<file path="config.mk">
export PLATFORM = sky130hd
export DESIGN_NAME = clipped_line_rasterizer_core
export DESIGN_NICKNAME = d
export VERILOG_FILES = /design/src/rtl/clr_pkg.sv /design/src/rtl/clr_datapath.sv /design/src/rtl/clr_ctrl.sv /design/src/rtl/clipped_line_rasterizer_core.sv
export SDC_FILE = /design/constraint.sdc
export NUM_CORES = 1
export LEC_CHECK = 0
export ABC_AREA = 1
export ABC_CLOCK_PERIOD_IN_PS = 15100
export BUFFER_PORTS_ARGS = -buffer_cell sky130_fd_sc_hd__buf_2
export CELL_PAD_IN_SITES_DETAIL_PLACEMENT = 0
export CELL_PAD_IN_SITES_GLOBAL_PLACEMENT = 1
export CORE_UTILIZATION = 45
export CTS_BUF_LIST = sky130_fd_sc_hd__clkbuf_16
export CTS_CLUSTER_SIZE = 16
export DETAILED_ROUTE_END_ITERATION = 16
export GPL_ROUTABILITY_DRIVEN = 0
export PLACE_DENSITY_LB_ADDON = 0.08
export SYNTH_ARGS = -nofsm -noshare
export SYNTH_HDL_FRONTEND = slang
export SYNTH_HIERARCHICAL = 1
export SYNTH_SLANG_ARGS = --single-unit
</file>
<file path="constraint.sdc">
create_clock -name clk -period 15.1 [get_ports clk]
set_input_delay 3.02 -clock clk [delete_from_list [all_inputs] [get_ports clk]]
set_output_delay 3.02 -clock clk [all_outputs]
set_load 0.005 [all_outputs]
</file>
<file path="src/rtl/clr_pkg.sv">
package clr_pkg;

  // configuration register geometry
  localparam int unsigned IMG_DIM_BITS = 7;
  localparam logic [IMG_DIM_BITS-1:0] IMG_DIM_RESET = 7'd64;
  localparam int unsigned APB_ADDR_BITS = 3;
  localparam int unsigned APB_DATA_BITS = 32;

  // register index, taken from paddr[2]
  localparam logic REG_IMAGE_WIDTH  = 1'b0;
  localparam logic REG_IMAGE_HEIGHT = 1'b1;

  // controller to datapath
  typedef struct packed {
    logic load;   // capture a command beat
    logic setup;  // derive deltas, major axis and initial error
    logic emit;   // move current pixel to output register and advance
  } clr_cmd_t;

  // datapath to controller
  typedef struct packed {
    logic zero_len;   // line has no pixels
    logic last_step;  // current pixel is the final one
  } clr_status_t;

endpackage

</file>
<file path="src/rtl/clr_datapath.sv">
module clr_datapath #(
  parameter int unsigned COORD_BITS = 6
) (
  input  logic                                  clk,
  input  clr_pkg::clr_cmd_t                     cmd,
  output clr_pkg::clr_status_t                  status,
  input  logic [COORD_BITS-1:0]                 start_x,
  input  logic [COORD_BITS-1:0]                 start_y,
  input  logic [COORD_BITS-1:0]                 end_x,
  input  logic [COORD_BITS-1:0]                 end_y,
  input  logic [31:0]                           color,
  input  logic [clr_pkg::IMG_DIM_BITS-1:0]      image_width,
  input  logic [clr_pkg::IMG_DIM_BITS-1:0]      image_height,
  output logic [COORD_BITS-1:0]                 pixel_x,
  output logic [COORD_BITS-1:0]                 pixel_y,
  output logic [31:0]                           pixel_color,
  output logic                                  visible,
  output logic                                  last
);

  localparam int unsigned CB = COORD_BITS;
  localparam int unsigned CMP_BITS =
    (COORD_BITS > clr_pkg::IMG_DIM_BITS) ? COORD_BITS : clr_pkg::IMG_DIM_BITS;
  localparam logic [CB-1:0] ONE = CB'(1);

  // captured command
  logic [CB-1:0] sx, sy, ex, ey;
  logic [31:0]   col;

  // walk state
  logic          xmajor, x_neg, y_neg;
  logic [CB-1:0] len, mag, err, steps_left, cur_x, cur_y;

  // setup arithmetic
  logic [CB:0]   dx_raw, dy_raw, dx_inv, dy_inv;
  logic [CB-1:0] adx, ady, len_c, mag_c, err_init;
  logic          xmajor_c, minor_neg_c;

  // step arithmetic
  logic [CB:0]   err_sum, err_wrap;
  logic          wrap, step_x, step_y;
  logic          vis_x, vis_y;

  assign dx_raw = {1'b0, ex} - {1'b0, sx};
  assign dy_raw = {1'b0, ey} - {1'b0, sy};
  assign dx_inv = -dx_raw;
  assign dy_inv = -dy_raw;
  assign adx = dx_raw[CB] ? dx_inv[CB-1:0] : dx_raw[CB-1:0];
  assign ady = dy_raw[CB] ? dy_inv[CB-1:0] : dy_raw[CB-1:0];
  assign xmajor_c    = adx > ady;
  assign len_c       = xmajor_c ? adx : ady;
  assign mag_c       = xmajor_c ? ady : adx;
  assign minor_neg_c = xmajor_c ? dy_raw[CB] : dx_raw[CB];
  // rounding toward minus infinity on a negative minor axis
  assign err_init    = minor_neg_c ? (len_c - ONE) : '0;

  // err + mag stays below 2*len, so one subtract is enough
  assign err_sum  = {1'b0, err} + {1'b0, mag};
  assign wrap     = err_sum >= {1'b0, len};
  assign err_wrap = err_sum - {1'b0, len};
  assign step_x   = xmajor | wrap;
  assign step_y   = !xmajor | wrap;

  assign vis_x = CMP_BITS'(cur_x) < CMP_BITS'(image_width);
  assign vis_y = CMP_BITS'(cur_y) < CMP_BITS'(image_height);

  assign status.zero_len  = len_c == '0;
  assign status.last_step = steps_left == ONE;

  always_ff @(posedge clk) begin
    if (cmd.load) begin
      sx  <= start_x;
      sy  <= start_y;
      ex  <= end_x;
      ey  <= end_y;
      col <= color;
    end
    if (cmd.setup) begin
      xmajor     <= xmajor_c;
      x_neg      <= dx_raw[CB];
      y_neg      <= dy_raw[CB];
      len        <= len_c;
      mag        <= mag_c;
      err        <= err_init;
      steps_left <= len_c;
      cur_x      <= sx;
      cur_y      <= sy;
    end
    if (cmd.emit) begin
      pixel_x     <= cur_x;
      pixel_y     <= cur_y;
      pixel_color <= col;
      visible     <= vis_x & vis_y;
      last        <= steps_left == ONE;
      steps_left  <= steps_left - ONE;
      err         <= wrap ? err_wrap[CB-1:0] : err_sum[CB-1:0];
      if (step_x) begin
        cur_x <= x_neg ? (cur_x - ONE) : (cur_x + ONE);
      end
      if (step_y) begin
        cur_y <= y_neg ? (cur_y - ONE) : (cur_y + ONE);
      end
    end
  end

endmodule

</file>
<file path="src/rtl/clr_ctrl.sv">
module clr_ctrl (
  input  logic                 clk,
  input  logic                 rst,
  input  logic                 cmd_valid,
  output logic                 cmd_ready,
  output logic                 pix_valid,
  input  logic                 pix_ready,
  input  clr_pkg::clr_status_t status,
  output clr_pkg::clr_cmd_t    cmd
);

  typedef enum logic [1:0] {
    ST_IDLE,
    ST_SETUP,
    ST_RUN
  } state_t;

  state_t state;
  logic   out_free;

  assign out_free  = !pix_valid || pix_ready;
  assign cmd_ready = state == ST_IDLE;

  always_comb begin
    cmd = '0;
    case (state)
      ST_IDLE:  cmd.load  = cmd_valid;
      ST_SETUP: cmd.setup = 1'b1;
      ST_RUN:   cmd.emit  = out_free;
      default:  cmd = '0;
    endcase
  end

  always_ff @(posedge clk) begin
    if (rst) begin
      state     <= ST_IDLE;
      pix_valid <= 1'b0;
    end else begin
      if (cmd.emit) begin
        pix_valid <= 1'b1;
      end else if (pix_ready) begin
        pix_valid <= 1'b0;
      end
      case (state)
        ST_IDLE: begin
          if (cmd_valid) begin
            state <= ST_SETUP;
          end
        end
        ST_SETUP: begin
          state <= status.zero_len ? ST_IDLE : ST_RUN;
        end
        ST_RUN: begin
          if (out_free && status.last_step) begin
            state <= ST_IDLE;
          end
        end
        default: state <= ST_IDLE;
      endcase
    end
  end

endmodule

</file>
<file path="src/rtl/clipped_line_rasterizer_core.sv">
// channel  | handshake               | beat contents
// ---------+-------------------------+------------------------------------------
// cmd      | cmd_valid / cmd_ready   | start_x, start_y, end_x, end_y, color
// pix      | pix_valid / pix_ready   | pixel_x, pixel_y, pixel_color, visible, last
// apb      | psel, penable, pready   | paddr, pwrite, pwdata, prdata
//
// a line is walked in steps: the cmd beat is captured in idle, a setup state derives deltas
// and initial error, then one pixel per cycle from an error add and compare in the datapath
// a stalled pix channel holds the walk; the next cmd beat is taken while the
// final pixel still waits in the output register
// a zero-length line gives no pix beat
// rst is synchronous; image size resets to 64 by 64
module clipped_line_rasterizer_core #(
  parameter int unsigned COORD_BITS = 6
) (
  input  logic                              clk,
  input  logic                              rst,
  // line commands
  input  logic                              cmd_valid,
  output logic                              cmd_ready,
  input  logic [COORD_BITS-1:0]             start_x,
  input  logic [COORD_BITS-1:0]             start_y,
  input  logic [COORD_BITS-1:0]             end_x,
  input  logic [COORD_BITS-1:0]             end_y,
  input  logic [31:0]                       color,
  // pixels
  output logic                              pix_valid,
  input  logic                              pix_ready,
  output logic [COORD_BITS-1:0]             pixel_x,
  output logic [COORD_BITS-1:0]             pixel_y,
  output logic [31:0]                       pixel_color,
  output logic                              visible,
  output logic                              last,
  // register port
  input  logic                              psel,
  input  logic                              penable,
  input  logic                              pwrite,
  input  logic [clr_pkg::APB_ADDR_BITS-1:0] paddr,
  input  logic [clr_pkg::APB_DATA_BITS-1:0] pwdata,
  output logic [clr_pkg::APB_DATA_BITS-1:0] prdata,
  output logic                              pready
);

  // clip window
  logic [clr_pkg::IMG_DIM_BITS-1:0] image_width;
  logic [clr_pkg::IMG_DIM_BITS-1:0] image_height;

  logic                 reg_wr;
  logic                 reg_idx;
  clr_pkg::clr_cmd_t    cmd;
  clr_pkg::clr_status_t status;

  // zero wait state, word address picks the register
  assign pready  = 1'b1;
  assign reg_idx = paddr[2];
  assign reg_wr  = psel & penable & pwrite & pready;

  always_comb begin
    prdata = '0;
    case (reg_idx)
      clr_pkg::REG_IMAGE_WIDTH:  prdata = clr_pkg::APB_DATA_BITS'(image_width);
      clr_pkg::REG_IMAGE_HEIGHT: prdata = clr_pkg::APB_DATA_BITS'(image_height);
      default:                   prdata = '0;
    endcase
  end

  // writes keep the low seven bits of the data
  always_ff @(posedge clk) begin
    if (rst) begin
      image_width  <= clr_pkg::IMG_DIM_RESET;
      image_height <= clr_pkg::IMG_DIM_RESET;
    end else if (reg_wr) begin
      if (reg_idx == clr_pkg::REG_IMAGE_WIDTH) begin
        image_width <= pwdata[clr_pkg::IMG_DIM_BITS-1:0];
      end
      if (reg_idx == clr_pkg::REG_IMAGE_HEIGHT) begin
        image_height <= pwdata[clr_pkg::IMG_DIM_BITS-1:0];
      end
    end
  end

  // sequencing: idle, setup, pixel walk
  clr_ctrl u_ctrl (
    .clk       (clk),
    .rst       (rst),
    .cmd_valid (cmd_valid),
    .cmd_ready (cmd_ready),
    .pix_valid (pix_valid),
    .pix_ready (pix_ready),
    .status    (status),
    .cmd       (cmd)
  );

  // deltas, error term, coordinates and the output register
  clr_datapath #(
    .COORD_BITS (COORD_BITS)
  ) u_dp (
    .clk          (clk),
    .cmd          (cmd),
    .status       (status),
    .start_x      (start_x),
    .start_y      (start_y),
    .end_x        (end_x),
    .end_y        (end_y),
    .color        (color),
    .image_width  (image_width),
    .image_height (image_height),
    .pixel_x      (pixel_x),
    .pixel_y      (pixel_y),
    .pixel_color  (pixel_color),
    .visible      (visible),
    .last         (last)
  );

endmodule

</file>
; Word-level counts from Yosys, hierarchy flattened
; Index checks and enable logic that the tools add are counted.
[totals]
regBits = 158
latch_bits = 0
ram_bits = 0
romBits = 0
input_bits = 98
output_inout_bits = 81
elab_cells = 90
mem_count = 0
[classes]
n_addsub = 12
n_mul = 0
div = 0
magnitude_cmp = 4
eq_ne = 5
shift = 0
muxes = 29
n_bitwise = 6
n_reduce_logical = 11
[op_table]
columns = op, count
row1 = 2-to-1 mux 6 bit, 18
row2 = one-hot mux 32 bit (2 select lines), 1
row3 = subtractor 6 x 1 -> 6 bit (second input constant), 4
row4 = less-than comparator 6 x 7 -> 1 bit, 2
row5 = subtractor 6 x 6 -> 7 bit, 2
row6 = adder 6 x 1 -> 6 bit (second input constant), 2
row7 = negator 6 bit, 2
row8 = adder 6 x 6 -> 7 bit, 1
row9 = >= comparator 7 x 6 -> 1 bit, 1
row10 = equality test 6 x 1 -> 1 bit (second input constant), 1
row11 = greater-than comparator 6 bit, 1
row12 = zero test 6 bit, 1
row13 = 2-to-1 mux 1 bit, 6
row14 = 2-to-1 mux 2 bit, 3
row15 = one-hot mux 2 bit (3 select lines), 1
row16 = AND reduction 2 bit, 3
row17 = subtractor 6 bit, 1
row18 = nonzero test 2 bit, 2
row19 = AND 1 bit, 3
row20 = equality test 2 x 1 -> 1 bit (second input constant), 1
row21 = equality test 2 bit (second input constant), 1
row22 = zero test 1 bit, 2
row23 = zero test 2 bit, 1
row24 = inequality test 2 x 1 -> 1 bit (second input constant), 1
row25 = 5 further kinds, 6

; Logic depth before layout (Yosys ltp)
; Gate-level depths: netlist of the first run.
[logic_depth]
word_depth = 9
mapped_depth = 30
ltp_nobuf = 29

; Hierarchy
; The synthesis of the first run kept the hierarchy.
[modules_own_cells]
columns = mod, instances, cells_each, area_each_um2, seq_area_each_um2
row1 = clr_datapath, 1, 611, 7008.0, 4113.9
row2 = clipped_line_rasterizer_core, 1, 136, 903.4, 280.3
row3 = clr_ctrl, 1, 20, 137.6, 60.1

; Worst setup path after synthesis of the first run
; Ideal clock, no wire load.
[synth_timing]
kind = input-to-reg
start = in cmd_valid
end = reg u_dp.col[0], enable pin
setup_ps = 539
arrival_ps = 6863
required_ps = 14561
slack_ps = 7698
cell_stages = 2
path_buffers = 0
cell_sequence = inv_1 > nor3_1
[synth_lines]
columns = item, line_no
row1 = from (decl), clipped_line_rasterizer_core.sv:19  ; input logic cmd_valid,
row2 = to (signal assigned), clr_datapath.sv:76  ; col <= color;
row3 = to (decl), clr_datapath.sv:28  ; logic [31:0] col;

; Worst setup path in the final report of the first run
[layout_timing]
start = in paddr[2] (netlist bit)
end = out prdata[5] (netlist bit)
[layout_via]
elab_chain_cells = 2
[layout_lines]
columns = item, line_no
row1 = from (decl), clipped_line_rasterizer_core.sv:38  ; input logic [clr_pkg::APB_ADDR_BITS-1:0] paddr,
row2 = inverter 1 bit (no source line), --
row3 = one-hot mux 32 bit (2 select lines) (*), clipped_line_rasterizer_core.sv:60  ; case (reg_idx)
row4 = to (decl), clipped_line_rasterizer_core.sv:40  ; output logic [clr_pkg::APB_DATA_BITS-1:0] prdata,
; Every way passes the cells marked *; elsewhere a longest branch is shown, timed or not. The select of a mux whose other input is x is not followed.

==> key figures, run 1 <==
Run status
  • Outcome: completed

Timing
  • Clock Skew: 13.5 ps
  • # setup viols final: 0
  • RSZ-0062 raised after global routing: no
  • Total Negative Setup Slacks: 0 ps
  • Hold Violations, Final: 0
  • Shortest period the worst path allows: 6760 ps
  • F_max: 0.148 GHz
  • Worst slew margin: 48.4%
  • Least-Margin Pin Slew: 775 ps
  • Max-slew violations: 0
  • Final worst-path cycle share: 44.8%

Routing
  • # DRC: 0
  • Via Count: 5430
  • First drt pass iteration count: 5
  • Vias/cell: 4.76
  • Routed WL per cell: 14.0 um
  • Routed Wire Length: 16000 um
  • Initial detailed-routing violation count: 229
  • ANT nets after route: 0

Critical path
  • Reg2reg setup slack: 10490 ps
  • Crit path buffers/inverters: 3
  • Crit-path cells: buf_2 > inv_4 > nand2_1 > nand2_1 > buf_2
  • Crit Path Class: primary input to output port
  • Slowest stage cell, crit path: buf_2
  • CP delay by family, top: buffers and inverters
  • Critical path arrival: 3740 ps
  • CP Data Required Time: 12080 ps
  • Crit. End Element: output port
  • Crit path max fanout: 16
  • Worst Setup Start Kind: primary input
  • CP max stage delay: 300 ps

Clock tree
  • Total CTS buffers: 17
  • Max clock buf depth: 2
  • Root Buffer Master: clkbuf_16
  • TritonCTS sink count: 158
  • Clock transition at path regs: 70 ps
  • CTS tree: done
  • Post-CTS Setup Bufs: 0
  • Worst-Skew Late Latency: 430 ps
  • H-tree levels: 4
  • Hold Buf Count CTS: 0
  • Post_cts resized: 0

Place
  • Number of buffers added on ports: 125
  • Placed Cells: 1107
  • Post-DP Area: 8810 sq um
  • Post-DP HPWL: 11800 um

Yosys
  • Synth Instances: 767
  • Avg Synthesized Cell Area: 10.5 sq um
  • Synth warnings: 6
  • Area contributors post-synth: edfxtp_1, ha_1, dfxtp_1
  • Yosys cell types: 48
  • Biggest area consumer among synthesized cells: edfxtp_1
  • Mapped cell area: 8050 sq um
  • Synthesis-stage register bit count: 158
  • Synth top area share: 48.1%
  • Register area share after synthesis: 55.3%

Global routing
  • Antenna violations before repair: 1
  • Met3 Use GR: 4.19%
  • Grt peak-use layer: met2
  • GRT Util Overall: 18.5%
  • Global-route wire length before repair: 26000 um
  • GRT overflow: 0
  • Vias in the first global route: 5388
  • Met2 Track Usage GR: 30.2%
  • Met1 Use GR: 24.0%
  • Largest net degree at the start of global routing: 61

Finish
  • Cell area after layout: 9400 sq um
  • Most common cell after layout, fill and taps aside: nand2_1
  • Commonest non-fill, non-tap cells in the layout: nand2_1, edfxtp_1, buf_2
  • Filler cell count: 1557
  • Finished Core Util: 54.2%
  • Fraction of layout cells with a size suffix above 1: 22.6%
  • Area growth syn-to-layout: 16.8%
  • Non-Filler Instances: 1140
  • Layout net count: 1057

Power
  • Pwr Density: 170 nW/um^2
  • Internal power: 1.00 mW
  • Static leakage: 4.18 nW
  • Sequential share of power: 37.3%
  • Pwr Total: 1.60 mW
  • Clock network fraction of total power: 26.4%
  • Maximum VDD drop: 0.0853 mV
  • NetSw: 0.598 mW
  • Switching share of total power: 37.4%
  • Comb power frac: 36.2%

Die
  • I/O pin count: 179
  • Die Y: 136 um
  • Site Rows: 48
  • Initial Utilization: 46.4%
  • Die ar.: 18400 sq um
  • Die Width: 136 um
  • Core Region: 17400 sq um

Run
  • Max-cap viol count: 0

Hold path
  • Min-Delay Path Class: flip-flop to flip-flop
worst register-to-register path, stage by stage, from the launching register on:
cell	delay (ps)
edfxtp_1	360
inv_1	90
ha_1	170
inv_1	70
fa_1	410
nand3_1	160
nand2_2	90
a21boi_4	240
inv_2	70
or2_1	220
xor2_1	220
inv_1	110
ha_1	320
a21oi_1	150
o21ai_0	100
a21oi_1	310
nor2_1	90
nand2_2	100
nand2_4	80
nand2_4	210
nand2_1	90
nand2_1	200
ha_1	180
nor4b_2	230
inv_1	90
nand2_1	100
a21oi_2	60
cells by family after synthesis:
family	count (synthesis)	synth area share [%]
buf+inv	146	8.53
flops	158	55.3
compound gates	96	7.20
xor+xnor	28	3.05
fa+ha+maj	58	9.58
simple gates	279	16.2
other cells	2	0.0933
layer usage:
| layer | up-vias | share of wire (%) |
|---|---|---|
| met4 | 0 | 1.1 |
| met2 | 119 | 48 |
| li1 | 2794 | - |
| met1 | 2506 | 47 |
| met3 | 11 | 4.1 |
| met5 | - | 0 |
stage by stage:
| stage | setup WS [ps] | hold WS, ps |
|---|---|---|
| after floorplan | 7700 | 400 |
| after global placement | 8390 | 400 |
| after detailed placement | 8360 | 405 |
| after CTS | 8350 | 415 |
| after global routing | 8300 | 424 |
| final | 8340 | 414 |
power by group through the flow:
stage	combinational, mW	sequential [mW]	clock [mW]
floorplan	0.469	0.593	0
CTS	0.583	0.598	0.436
global placement	0.562	0.605	0
global route	0.668	0.604	0.450
detailed placement	0.579	0.607	0
finish	0.579	0.597	0.422
sequential cells by signal, indices dropped and copies added, names as in the netlist, 7 cells and up:
signal and flops:
u_dp/col 32, u_dp/pixel_color 32, image_height 7, image_width 7
path summary, 6_finish.rpt:
path / start / endpoint / cells after the start
setup / recovery: paddr[2] / prdata[5] / 5
hold / removal: u_dp/col[7] / u_dp/pixel_color[7] / 0
setup reg to reg: u_dp/ey[0] / u_ctrl/state[1] / 26
hold reg to reg: u_dp/col[7] / u_dp/pixel_color[7] / 0
Yosys cell counts (all sizes together):
library cell and count:
nand2 163, edfxtp 129, inv 109, ha 52, nor2 51, nand3 46
o21ai 44, buf 33, a21oi 30, dfxtp 29, xor2 17, xnor2 11
fa 6, o211ai 6, nor3 5, clkbuf 4, o21bai 4, a211oi 3
a31oi 3, and2 3, nand3b 3, nand4 3, or2 3, conb 2
o22ai 2, a21boi 1, a21o 1, nor4 1, nor4b 1, o22a 1
o41ai 1
final cells by class:
type | count | area, sq um | area share (%)
antenna | 1 | 2.50 | 0.0266
clock buffer | 17 | 425 | 4.52
clock inverter | 15 | 164 | 1.74
inverter | 109 | 412 | 4.38
multi-input combinational | 487 | 3010 | 32.1
sequential | 158 | 4450 | 47.4
tap | 225 | 282 | 2.99
timing repair buffer | 128 | 648 | 6.89
Note: power is estimated with default switching activity, not from simulation.
==> run 2: changes to the inputs <==
ABC_CLOCK_PERIOD_IN_PS = 6800   (was 15100)
CORE_UTILIZATION = 42   (was 45)
clock period = 6.8 ns   (was 15.1 ns; I/O delays follow)
==> key figures, run 2 (same netlist as run 1, synthesis figures left out) <==
Run status
  • Outcome: completed (unchanged)

Timing
  • Clock Skew: 9.63 ps (was 13.5 ps)
  • Shortest period the worst path allows: 4470 ps
  • Final worst-path cycle share: 65.7%
  • Total Negative Setup Slacks: 0 ps (unchanged)
  • # setup viols final: 0 (unchanged)
  • Hold Violations, Final: 0 (unchanged)
  • RSZ-0062 raised after global routing: no (unchanged)
  • Worst slew margin: 45.5% (was 48.4%)
  • Max-slew violations: 0 (unchanged)
  • Least-Margin Pin Slew: 817 ps (was 775 ps)
  • F_max: 0.224 GHz

Die
  • Initial Utilization: 42.9% (was 46.4%)
  • Die ar.: 19700 sq um (was 18400 sq um)
  • I/O pin count: 179 (unchanged)
  • Die Y: 140 um (was 136 um)
  • Die Width: 140 um (was 136 um)
  • Core Region: 18800 sq um (was 17400 sq um)
  • Site Rows: 50 (was 48)

Critical path
  • RR Endpoint: u_ctrl/state[1] (unchanged)
  • Critical Path Start: u_dp/ey[0] (was paddr[2])
  • Worst-case reg-to-reg path depth: 26 (unchanged)
  • Crit Path Class: flip-flop to flip-flop (was primary input to output port)
  • Reg2reg setup slack: 2330 ps (was 10490 ps)
  • Critical path arrival: 4790 ps (was 3740 ps)
  • Worst R2R Start: u_dp/ey[0] (unchanged)
  • CP Data Required Time: 7120 ps (was 12080 ps)
  • Critical path endpoint: u_ctrl/state[1] (was prdata[5])
  • Worst Setup Start Kind: flip-flop (was primary input)
  • Crit. End Element: flip-flop (was output port)
  • Crit path max fanout: 20 (was 16)

Power
  • Sequential share of power: 37.3% (about the same)
  • Internal power: 2.22 mW (was 1.00 mW)
  • Switching share of total power: 37.5% (was 37.4%)
  • Comb power frac: 36.4% (was 36.2%)
  • Clock network fraction of total power: 26.3% (was 26.4%)
  • Maximum VDD drop: 0.178 mV (was 0.0853 mV)
  • Pwr Density: 377 nW/um^2 (was 170 nW/um^2)
  • NetSw: 1.33 mW (was 0.598 mW)
  • Static leakage: 4.19 nW (was 4.18 nW)

Clock tree
  • Hold Buf Count CTS: 0 (unchanged)
  • H-tree levels: 4 (unchanged)
  • Post-CTS Setup Bufs: 0 (unchanged)
  • Post_cts resized: 0 (unchanged)
  • CTS tree: done (unchanged)
  • Root Buffer Master: clkbuf_16 (unchanged)
  • Total CTS buffers: 17 (unchanged)
  • Worst-Skew Late Latency: 430 ps (about the same)
  • Clock transition at path regs: 70 ps (about the same)
  • Max clock buf depth: 2 (unchanged)
  • TritonCTS sink count: 158 (unchanged)

Finish
  • Most common cell after layout, fill and taps aside: nand2_1 (unchanged)
  • Multi-input gate area: 3010 sq um (unchanged)
  • Non-Filler Instances: 1148 (was 1140)
  • Layout net count: 1057 (unchanged)
  • Ant. Diodes: 0 (was 1)
  • Top flop regs: u_dp/col x32, u_dp/pixel_color x32 (unchanged)
  • Cell area after layout: 9420 sq um (was 9400 sq um)
  • Commonest non-fill, non-tap cells in the layout: nand2_1, edfxtp_1, buf_2 (unchanged)
  • Filler cell count: 1748 (was 1557)
  • Fraction of layout cells with a size suffix above 1: 22.6% (unchanged)
  • Area growth syn-to-layout: 17.0% (was 16.8%)
  • Sequential cell area: 4450 sq um (unchanged)

Global routing
  • Antenna violations before repair: 0 (was 1)
  • GRT Util Overall: 17.1% (was 18.5%)
  • Met3 Use GR: 4.72% (was 4.19%)
  • Global-route wire length before repair: 26100 um (was 26000 um)
  • GRT overflow: 0 (unchanged)
  • Grt peak-use layer: met2 (unchanged)
  • Met1 Use GR: 21.6% (was 24.0%)
  • Met2 Track Usage GR: 28.3% (was 30.2%)
  • Largest net degree at the start of global routing: 61 (unchanged)
  • Vias in the first global route: 5343 (was 5388)

Place
  • Post-DP HPWL: 11800 um (about the same)
  • Number of buffers added on ports: 125 (unchanged)
  • Post-DP Area: 8820 sq um (was 8810 sq um)
  • Placed Cells: 1116 (was 1107)

Routing
  • First drt pass iteration count: 4 (was 5)
  • # DRC: 0 (unchanged)
  • Initial detailed-routing violation count: 296 (was 229)
  • Routed WL per cell: 13.9 um (was 14.0 um)
  • Vias/cell: 4.73 (was 4.76)
  • Routed Wire Length: 16000 um (about the same)
  • ANT nets after route: 0 (unchanged)
  • Via Count: 5433 (was 5430)

Hold path
  • Min-Delay Path Class: flip-flop to flip-flop (unchanged)
  • Hold path cells: 0 (unchanged)

Run
  • Max-cap viol count: 0 (unchanged)
## run 2: power by group through the flow
stage / Sequential [mW] / Clock [mW] / Combinational (mW)
after CTS: 1.33 / 0.962 / 1.30
after detailed placement: 1.35 / 0 / 1.29
after floorplan: 1.32 / 0 / 1.04
final: 1.32 / 0.933 / 1.29
after global routing: 1.34 / 0.998 / 1.48
after global placement: 1.34 / 0 / 1.26
## run 2: how the worst min path moves through the flow
stage	startpoint	to
6_report	u_dp/col[6]	u_dp/pixel_color[6]
3_5_place_dp	u_dp/col[18]	u_dp/pixel_color[18]
5_1_grt	u_dp/col[11]	u_dp/pixel_color[11]
4_1_cts	u_dp/col[18]	u_dp/pixel_color[18]
2_1_floorplan	u_dp/col[0]	u_dp/pixel_color[0]
3_3_place_gp	u_dp/col[20]	u_dp/pixel_color[20]
## run 2: worst max-delay path, cell delays in order (launching register included)
cell and delay, ps:
edfxtp_1 370, inv_1 90, ha_1 150, inv_1 60, fa_1 400, nand3_1 140, nand2_2 90, a21boi_4 230
inv_2 70, or2_1 220, xor2_1 210, inv_1 110, ha_1 320, a21oi_1 140, o21ai_0 90, a21oi_1 280
nor2_1 90, nand2_2 90, nand2_4 80, nand2_4 210, nand2_1 80, nand2_1 200, ha_1 180, nor4b_2 220
inv_1 80, nand2_1 100, a21oi_2 60
## run 2: metrics by stage
stage          utilization [%]  worst slack (ps)  hold slack (ps)  total power, mW
3_5_place_dp              47.0              2250              405             2.64
5_1_grt                   50.2              1910              427             3.81
2_1_floorplan                -              1060              400             2.36
3_3_place_gp              47.0              2270              400             2.60
4_1_cts                   50.2              2210              422             3.59
6_report                  50.2              2330              420             3.55
## run 2: layer usage
metal	wire, um	part of all wire [%]
met5	0	0
met4	221	1.4
met3	825	5.2
met2	7440	46
met1	7520	47
## run 2: cell type report
cell class	count	share of cell area, %
sequential	158	47.3
multi-input combinational	487	32.0
timing repair buffer	128	6.88
clock buffer	17	4.52
inverter	109	4.37
tap	234	3.11
clock inverter	15	1.85
==> run 3: changes to the inputs <==
ABC_CLOCK_PERIOD_IN_PS = 3940   (was 6800)
CORE_UTILIZATION = 38   (was 42)
clock period = 3.94 ns   (was 6.8 ns; I/O delays follow)
==> key figures, run 3 (same netlist as run 1, synthesis figures left out) <==
Die
  • Die ar.: 21800 sq um (was 19700 sq um)
  • Initial Utilization: 39.3% (was 42.9%)
  • Die Y: 148 um (was 140 um)
  • Core Region: 20500 sq um (was 18800 sq um)
  • Die Width: 148 um (was 140 um)
  • I/O pin count: 179 (unchanged)
  • Site Rows: 52 (was 50)

Timing
  • F_max: 0.247 GHz (was 0.224 GHz)
  • Worst slew margin: 49.7% (was 45.5%)
  • # setup viols final: 5 (was 0)
  • RSZ-0062 raised after global routing: yes (was no)
  • Least-Margin Pin Slew: 754 ps (was 817 ps)
  • Total Negative Setup Slacks: -410 ps (was 0 ps)
  • Post-route worst setup slack: -115 ps (was 2330 ps)
  • Hold Violations, Final: 0 (unchanged)
  • Final worst-path cycle share: 103% (was 65.7%)
  • Clock Skew: 12.7 ps (was 9.63 ps)
  • Max-slew violations: 0 (unchanged)
  • Shortest period the worst path allows: 4050 ps (was 4470 ps)

Clock tree
  • Clock transition at path regs: 80 ps (was 70 ps)
  • TritonCTS sink count: 158 (unchanged)
  • Total CTS buffers: 17 (unchanged)
  • H-tree levels: 4 (unchanged)
  • Worst-Skew Late Latency: 430 ps (about the same)
  • Root Buffer Master: clkbuf_16 (unchanged)
  • Max clock buf depth: 2 (unchanged)
  • CTS tree: done (unchanged)

Critical path
  • Worst Setup Start Kind: flip-flop (unchanged)
  • CP Data Required Time: 4120 ps (was 7120 ps)
  • Slowest stage cell, crit path: fa_2 (was fa_1)
  • Most used cell, CP: nand2_2 (was inv_1)
  • Crit Path Class: flip-flop to flip-flop (unchanged)
  • Crit path max fanout: 5 (was 20)
  • CP max stage delay: 410 ps (was 400 ps)
  • Worst-case reg-to-reg path depth: 25 (was 26)
  • Crit. End Element: flip-flop (unchanged)
  • Critical path arrival: 4230 ps (was 4790 ps)

Power
  • Pwr Total: 6.69 mW (was 3.55 mW)
  • Pwr Density: 675 nW/um^2 (was 377 nW/um^2)
  • Static leakage: 4.41 nW (was 4.19 nW)
  • Maximum VDD drop: 0.348 mV (was 0.178 mV)

Run
  • Max-cap viol count: 0 (unchanged)

Routing
  • Routed WL per cell: 14.0 um (was 13.9 um)
  • # DRC: 0 (unchanged)
  • Via Count: 5649 (was 5433)
  • Routed Wire Length: 17200 um (was 16000 um)
  • Initial detailed-routing violation count: 310 (was 296)
  • First drt pass iteration count: 5 (was 4)
  • Vias/cell: 4.61 (was 4.73)
  • ANT nets after route: 0 (unchanged)

Place
  • Dpl ws: -180 ps (was 2250 ps)
  • Number of buffers added on ports: 125 (unchanged)
  • Placed Cells: 1186 (was 1116)
  • Post-DP HPWL: 12800 um (was 11800 um)

Finish
  • Ant. Diodes: 0 (unchanged)
  • Top flop regs: u_dp/col x32, u_dp/pixel_color x32 (unchanged)
  • Sequential cell area: 4450 sq um (unchanged)
  • Filler cell count: 1926 (was 1748)
  • Layout net count: 1099 (was 1057)
  • Most common cell after layout, fill and taps aside: nand2_1 (unchanged)
  • Multi-input gate area: 3140 sq um (was 3010 sq um)
  • Non-Filler Instances: 1226 (was 1148)
  • Fraction of layout cells with a size suffix above 1: 28.7% (was 22.6%)
  • Commonest non-fill, non-tap cells in the layout: nand2_1, edfxtp_1, buf_2 (unchanged)
  • Area growth syn-to-layout: 23.2% (was 17.0%)
  • Finished Core Util: 48.4% (was 50.2%)

Global routing
  • GRT Util Overall: 16.3% (was 17.1%)
  • Largest net degree at the start of global routing: 57 (was 61)
  • Global-route wire length before repair: 27500 um (was 26100 um)
  • Antenna violations before repair: 0 (unchanged)
  • GRT overflow: 0 (unchanged)
  • Vias in the first global route: 5617 (was 5343)

Hold path
  • Hold path cells: 0 (unchanged)
  • Min-Delay Path Class: flip-flop to flip-flop (unchanged)

Run status
  • Failing checks: negative setup slack
  • Outcome: finished with violations (was completed)
run 3: what timing repair did:
action                                  4_1_cts  5_1_grt
resized for setup                             5       31
pin swaps                                     1       19
hold endpoints to repair                      0        0
setup buffers                                 0        8
hold buffers                                  0        0
endpoints found under the setup margin        9       14
run 3: metal layers:
layer | vias to the layer above | part of all wire (%) | global-route usage, %
met5 | - | 0 | 0
met4 | 0 | 0.98 | 4.12
met3 | 13 | 5.4 | 4.72
met2 | 154 | 47 | 26.9
met1 | 2606 | 46 | 21.1
li1 | 2876 | - | -
run 3: path summary, 6_finish.rpt:
| check | startpoint | end | slack, ps |
|---|---|---|---|
| worst max-delay path | u_dp/ey[0] | u_dp/err[5] | -110 |
| worst min-delay path | u_dp/col[2] | u_dp/pixel_color[2] | 410 |
| worst max register to register | u_dp/ey[0] | u_dp/err[5] | -110 |
| worst min register to register | u_dp/col[2] | u_dp/pixel_color[2] | 410 |
run 3: area by class of cell:
| class | instances | area share, % |
|---|---|---|
| clock buffer | 17 | 4.29 |
| sequential | 158 | 44.9 |
| inverter | 109 | 4.18 |
| tap | 270 | 3.41 |
| clock inverter | 15 | 1.64 |
| timing repair buffer | 170 | 9.90 |
| multi-input combinational | 487 | 31.7 |
run 3: power by group:
group	internal [mW]	total (mW)	switching (mW)	leakage, nW
clock	0.852	1.62	0.768	0.291
combinational	1.23	2.79	1.57	2.67
sequential	2.13	2.28	0.148	1.45
total	4.21	6.69	2.48	4.41
run 3: worst max-delay path: cells and delay by family (launching register included):
kind,cells,cell delay [ps]
DFF,1,390
AOI/OAI and AO/OA,4,650
and+or+nand+nor,11,1210
adders and majority gates,3,830
buffers and inverters,6,570
xor gates and xnor gates,1,170
run 3: through the flow:
step	hold WS (ps)	instance area, sq um
after floorplan	400	8150
after global placement	401	9130
after detailed placement	405	9130
after CTS	415	9740
after global routing	426	9920
final	412	9920
